## src/rtl/rpsd_mul.sv

```systemverilog
// pipelined unsigned multiplier built from 32x32 partial products, three register stages
`timescale 1ns / 1ps
module rpsd_mul #(
  parameter int WA = 32,
  parameter int WB = 32
) (
  input  logic              clk,
  input  logic [WA-1:0]     a,
  input  logic [WB-1:0]     b,
  output logic [WA+WB-1:0]  p
);
  localparam int NA   = (WA + 31) / 32;
  localparam int NB   = (WB + 31) / 32;
  localparam int WROW = NB * 32 + 32;
  localparam int WACC = NA * 32 + NB * 32;

  logic [NA*32-1:0]   a_ext;
  logic [NB*32-1:0]   b_ext;
  logic [63:0]        pp_r [NA][NB];
  logic [WROW-1:0]    row_nxt [NA];
  logic [WROW-1:0]    row_r [NA];
  logic [WACC-1:0]    acc_nxt;
  logic [WA+WB-1:0]   p_r;

  assign a_ext = (NA*32)'(a);
  assign b_ext = (NB*32)'(b);

  always_ff @(posedge clk) begin
    for (int i = 0; i < NA; i++) begin
      for (int j = 0; j < NB; j++) begin
        pp_r[i][j] <= 64'(a_ext[32*i +: 32]) * 64'(b_ext[32*j +: 32]);
      end
    end
  end

  always_comb begin
    for (int i = 0; i < NA; i++) begin
      row_nxt[i] = '0;
      for (int j = 0; j < NB; j++) begin
        row_nxt[i] = row_nxt[i] + (WROW'(pp_r[i][j]) << (32 * j));
      end
    end
  end

  always_ff @(posedge clk) begin
    row_r <= row_nxt;
  end

  always_comb begin
    acc_nxt = '0;
    for (int i = 0; i < NA; i++) begin
      acc_nxt = acc_nxt + (WACC'(row_r[i]) << (32 * i));
    end
  end

  always_ff @(posedge clk) begin
    p_r <= acc_nxt[WA+WB-1:0];
  end

  assign p = p_r;

endmodule

```

## config.mk

```make
export PLATFORM = sky130hd
export DESIGN_NAME = rpsd_mul
export DESIGN_NICKNAME = d
export VERILOG_FILES = /design/src/rtl/rpsd_mul.sv
export SDC_FILE = /design/constraint.sdc
export NUM_CORES = 2
export LEC_CHECK = 0
export BUFFER_PORTS_ARGS = -buffer_cell sky130_fd_sc_hd__buf_2
export CAP_MARGIN = 20
export CORE_MARGIN = 8
export CORE_UTILIZATION = 66
export CTS_CLUSTER_SIZE = 28
export DETAILED_ROUTE_END_ITERATION = 10
export HOLD_SLACK_MARGIN = 0.1
export PLACE_DENSITY = 0.84
export SLEW_MARGIN = 20
export SYNTH_ARGS = -nofsm -noshare
export SYNTH_HDL_FRONTEND = slang
export SYNTH_SLANG_ARGS = --single-unit
```

## constraint.sdc

```tcl
create_clock -name clk -period 13.02 [get_ports clk]
set_input_delay 0.651 -clock clk [delete_from_list [all_inputs] [get_ports clk]]
set_output_delay 0.651 -clock clk [all_outputs]
set_load 0.02 [all_outputs]
```

# Yosys cells after proc, flatten, opt, wreduce, memory -nomap -nowiden
# Memory sizes are Yosys's and may differ from the RTL's. A register that Yosys moved wholly into a read port is not among the register bits.
# Index checks and enable logic that the tools add are counted.
[word_totals]
n_memories = 1
regBits = 64
in_bits = 65
wordCells = 3
ram_bits = 64
[mem_list]
columns = ["name", "depth", "word_bits", "read_ports", "rd_ports_with_merged_regs", "wr", "line_no", "text"]
rows = [
  ["pp_r", 1, 64, 1, 1, 1, "19", "logic [63:0] pp_r [NA][NB];"],
]
[classes]
n_mul = 1
[op_table]
columns = ["cell", "n"]
rows = [
  ["32-bit by 32-bit multiplier with 64-bit output", 1],
]

# Depth between registers and ports, before layout
[logic_depth]
depth_word = 1
ltp_mapped = 30
mapped_depth_nobuf = 28

# Least setup slack after synthesis
# Ideal clock, no wire load.
[synth_timing]
path_type = "input to register"
from = "input port b[17]"
to = "memory pp_r[0][62] in the netlist's numbering"
path_stages = 26
slack_ps = 5563
path_buffers = 2
arrival_ps = 7335
path_cell_list = "clkbuf_1 > and2_1 > fa_1 > inv_1 > fa_1 > inv_1 > fa_1 > inv_1 > fa_1 > inv_1 > fa_1 > fa_1 > fa_1 > fa_1 > ha_1 > buf_2 > a21oi_1 > o21ai_1 > a2111oi_0 > o21bai_1 > a221oi_1 > o221ai_1 > a311o_1 > a21oi_1 > o21ai_1 > xor2_1"
[synth_between]
elab_chain_len = 1
[synth_rtl]
columns = ["element", "line_no", "text"]
rows = [
  ["start: declaration", "9", "input logic [WB-1:0] b,"],
  ["32-bit by 32-bit multiplier with 64-bit output", "31", "pp_r[i][j] <= 64'(a_ext[32*i +: 32]) * 64'(b_ext[32*j +: 32]);"],
  ["end: declaration", "19", ""],
]
# No other way between the ends.

# Final worst setup path
[layout_timing]
from = "input port b[4]"
to = "memory pp_r[0][60] in the netlist's numbering"
# Same word-level chain as after synthesis.

==> run summary <==
The run finished with clean final reports. The min-delay analysis places its worst path in the category flop to flop. The critical path is of the input port to flop type. The total congestion overflow came out at 0. After synthesis, the share of flip-flops with an asynchronous set or reset is 0%. The mean instance size in the synthesized netlist came out at 9.58 µm².

The number of cells produced by synthesis is 3879. The die footprint came out at 64100 µm². Of all nets on the critical path, the largest fanout is 32. Buffers inserted during clock tree synthesis total 17. The starting DRC count in detailed routing came out at roughly 2000. Across every metal layer, demand over resource in global routing totals roughly 31%.

The wire length of the first global-routing pass is 154000 µm. The width of the die is 253 µm. The achievable clock frequency came out at 0.121 GHz.

Yosys mapped the design onto 56 distinct sky130hd cell types. The number of H-tree levels is 4. The data required time at the worst endpoint came out at 13.34 ns. The post-layout net count is approximately 5000. The detailed placement HPWL came out at 72400 µm. The weighted congestion at the end of routability-driven global placement is about 0.94. For this run, the leading register cell type out of synthesis is sky130_fd_sc_hd__dfxtp_1. The post-CTS setup repair buffer count is 0.

The overall via count from detail_route came out at approximately 26000. The max-capacitance violation count came out at 0. The tightest slew margin relative to the limit came out at 32.0%.

CTS placed an instance of sky130_fd_sc_hd__clkbuf_16 at the clock tree root. The total nets after synthesis is between 5000 and 6000. The multi-input logic area came out at ~30000 µm². The number of top-level design ports is 129.

Clock latency on the worst-skew pair, taken at its later pin, is 0.43 ns. The hold violation count in the final report was 0. The core outline area is 56100 µm². Across the routed clock network, the largest skew measured is 0.0104 ns.

In the routed layout, each cell is associated on average with a via count of 5.76. The count of antenna-violating nets left after detailed routing is 0. The final wirelength came out at around 96000 µm. Setup repair after global routing left no endpoint under its margin.

Setup violations remaining at the end of the flow were counted as 0. The slew at the pin with the worst max-slew slack is 1.02 ns. The number of max-slew violations in the final report is 0. TritonCTS built the clock tree. The worst hold slack after final layout came out at between 0.3 and 0.4 ns. The signal arrival time at the worst endpoint is 8.58 ns. The nature of the critical path endpoint is a flop.

The combined area of all synthesized cells came out at ~37000 µm². The total iterations of the first detailed-routing run came out at 5. The clock sink count is roughly 190. After detailed routing, the average wire length per cell comes to 20.9 µm. The post-CTS clock slew at the launch and capture registers of the worst setup and hold paths came out at ~0.08 ns. The fraction of layout cells with a size suffix above 1 came out at between 4 and 5%. The number of port buffers is 128. The vertical extent of the die came out at about 250 µm. The starting density of the core is 66.3%. The share of the Yosys chip area taken by registers is about a tenth. The clock passes through at most 2 buffers. Dividing the final minimum period by the clock period gives 63.5%. The post-cts resize count came out at 0. The flop and latch count out of synthesis came out at 192. The via count of the first global-routing pass is 29175.

The initial antenna violation count came out at 7. In the routed design, unresolved DRC markers number 0. Setup total negative slack on the finished layout was measured at 0 ns. The number of warnings issued by yosys is 0. The number of enable-type register cells in the synthesized netlist is 0. The time the final worst path needs with I/O delays and setup is 8.26 ns. The count of fill cells added during filler insertion came out at 4166. Compared with the post-synthesis result, the final layout area differs by 3.77%.

After floorplanning, the core was divided into 87 placement rows. Buffers inserted to repair hold after CTS numbered 0. The type of origin of the critical path is an input port. In the final layout, flip-flops and latches occupy 3840 µm². Entering global routing, the biggest net connects 33 pins.
## final cells by class
cell class                      count  area share, %
Sequential cell                   192           9.97
Clock buffer                       18           1.14
Multi-Input combinational cell   2601           75.8
Clock inverter                     14          0.490
Antenna cell                        5         0.0325
Timing Repair Buffer              133           1.76
Inverter                          862           8.39
Tap cell                          756           2.45
## cell usage in the layout, fill, tap and decap left out, types with 3 or more instances in the layout
cell	n
sky130_fd_sc_hd__fa_1	896
sky130_fd_sc_hd__inv_1	862
sky130_fd_sc_hd__and2_1	601
sky130_fd_sc_hd__nand2_1	468
sky130_fd_sc_hd__ha_1	263
sky130_fd_sc_hd__dfxtp_1	192
sky130_fd_sc_hd__buf_2	128
sky130_fd_sc_hd__a21oi_1	73
sky130_fd_sc_hd__xnor2_1	37
sky130_fd_sc_hd__a21o_1	32
sky130_fd_sc_hd__nor2_1	31
sky130_fd_sc_hd__o21ai_0	30
sky130_fd_sc_hd__xor2_1	26
sky130_fd_sc_hd__nand4_1	24
sky130_fd_sc_hd__clkbuf_16	17
sky130_fd_sc_hd__nand3_1	16
sky130_fd_sc_hd__o21bai_1	14
sky130_fd_sc_hd__o21ai_1	10
sky130_fd_sc_hd__and3_1	9
sky130_fd_sc_hd__a31oi_1	9
sky130_fd_sc_hd__nor2b_1	7
sky130_fd_sc_hd__nor3_1	6
sky130_fd_sc_hd__diode_2	5
sky130_fd_sc_hd__o21a_1	5
sky130_fd_sc_hd__clkinv_8	5
sky130_fd_sc_hd__buf_4	5
sky130_fd_sc_hd__a21boi_0	4
sky130_fd_sc_hd__a41oi_1	3
sky130_fd_sc_hd__nand2b_1	3
sky130_fd_sc_hd__inv_8	3
sky130_fd_sc_hd__clkinv_4	3
## Yosys cell counts (2+ instances only)
cell type	instances	area, µm²
sky130_fd_sc_hd__a21o_1	32	240
sky130_fd_sc_hd__a21boi_0	4	30.0
sky130_fd_sc_hd__clkbuf_1	211	792
sky130_fd_sc_hd__o31ai_1	2	15.0
sky130_fd_sc_hd__buf_2	8	40.0
sky130_fd_sc_hd__fa_1	896	17900
sky130_fd_sc_hd__and2_1	601	3760
sky130_fd_sc_hd__nor2_1	31	116
sky130_fd_sc_hd__o21bai_1	14	105
sky130_fd_sc_hd__nand3_1	16	80.1
sky130_fd_sc_hd__and3_1	9	56.3
sky130_fd_sc_hd__o21ai_1	10	50.1
sky130_fd_sc_hd__a311o_1	2	20.0
sky130_fd_sc_hd__inv_1	862	3240
sky130_fd_sc_hd__o21ai_0	30	150
sky130_fd_sc_hd__a31oi_1	9	56.3
sky130_fd_sc_hd__o211ai_1	2	15.0
sky130_fd_sc_hd__a2111oi_0	2	17.5
sky130_fd_sc_hd__ha_1	263	3290
sky130_fd_sc_hd__or3_1	2	12.5
sky130_fd_sc_hd__o221ai_1	2	17.5
sky130_fd_sc_hd__nand2_1	468	1760
sky130_fd_sc_hd__nand2b_1	3	18.8
sky130_fd_sc_hd__buf_4	3	22.5
sky130_fd_sc_hd__o21a_1	5	37.5
sky130_fd_sc_hd__a41oi_1	3	26.3
sky130_fd_sc_hd__xnor2_1	37	324
sky130_fd_sc_hd__dfxtp_1	192	3840
sky130_fd_sc_hd__nand4_1	24	150
sky130_fd_sc_hd__a21oi_1	73	365
sky130_fd_sc_hd__xor2_1	26	228
sky130_fd_sc_hd__nor3_1	6	30.0
sky130_fd_sc_hd__clkbuf_2	2	10.0
sky130_fd_sc_hd__nor2b_1	7	43.8
## worst max-delay path, cell delays in order
cell	delay [ns]
sky130_fd_sc_hd__buf_2	0.62
sky130_fd_sc_hd__and2_1	0.25
sky130_fd_sc_hd__fa_1	0.41
sky130_fd_sc_hd__inv_1	0.08
sky130_fd_sc_hd__fa_1	0.44
sky130_fd_sc_hd__fa_1	0.50
sky130_fd_sc_hd__fa_1	0.59
sky130_fd_sc_hd__inv_1	0.07
sky130_fd_sc_hd__fa_1	0.51
sky130_fd_sc_hd__inv_1	0.06
sky130_fd_sc_hd__fa_1	0.54
sky130_fd_sc_hd__inv_1	0.05
sky130_fd_sc_hd__fa_1	0.44
sky130_fd_sc_hd__fa_1	0.63
sky130_fd_sc_hd__ha_1	0.34
sky130_fd_sc_hd__and2_1	0.22
sky130_fd_sc_hd__and3_4	0.19
sky130_fd_sc_hd__a41oi_1	0.34
sky130_fd_sc_hd__o211ai_4	0.19
sky130_fd_sc_hd__a311oi_4	0.51
sky130_fd_sc_hd__o311ai_4	0.18
sky130_fd_sc_hd__a41oi_1	0.27
sky130_fd_sc_hd__and3_1	0.24
sky130_fd_sc_hd__o31ai_2	0.08
sky130_fd_sc_hd__xor2_1	0.15
## path summary, 6_finish.rpt
check	startpoint	slack, ns	end	cells past startpoint
setup / recovery	b[4]	4.76	pp_r[0][60]	25
hold / removal	row_r[26]	0.32	p[26]	0
setup reg to reg	pp_r[0][52]	12.57	row_r[52]	0
hold reg to reg	row_r[26]	0.32	p[26]	0
## through the flow
stage | instance area [µm²] | std cells | setup slack, ns | util, %
floorplan | 37200 | 3879 | 5.56 | -
global placement | 37900 | 4544 | 4.66 | 67.6
detailed placement | 37900 | 4544 | 4.43 | 67.6
CTS | 38500 | 4576 | 4.89 | 68.8
global route | 38600 | 4580 | 4.56 | 68.8
finish | 38600 | 4581 | 4.76 | 68.8
## flip-flops by register name (all words and copies together), names as in the netlist
register,cells
p,64
pp_r,64
row_r,64
## cells by family (layout without fill, tap and decap cells)
family,Yosys count,in the layout,synth area share [%]
AO/OA/AOI/OAI,206,206,3.64
XOR/XNOR,63,63,1.49
adder cells (fa/ha/maj),1159,1159,57.1
buffers and inverters,1086,1027,11.0
flip-flops,192,192,10.3
other,0,5,0
AND/OR/NAND/NOR,1173,1173,16.4
## metal layers
metal  global-route usage (%)  wire length (µm)  vias to the layer above  share of wire, %
met2                     52.1             46500                     1426                48
met3                     5.97              8400                      458               8.8
li1                         -                 -                    11088                 -
met1                     35.7             32300                    13407                34
met4                     23.3              8760                        2               9.1
met5                        0                15                        -             0.016
Power is left out: the tool's default activity adds up to more than one toggle a clock period on the data nets, which glitch-free logic cannot reach.
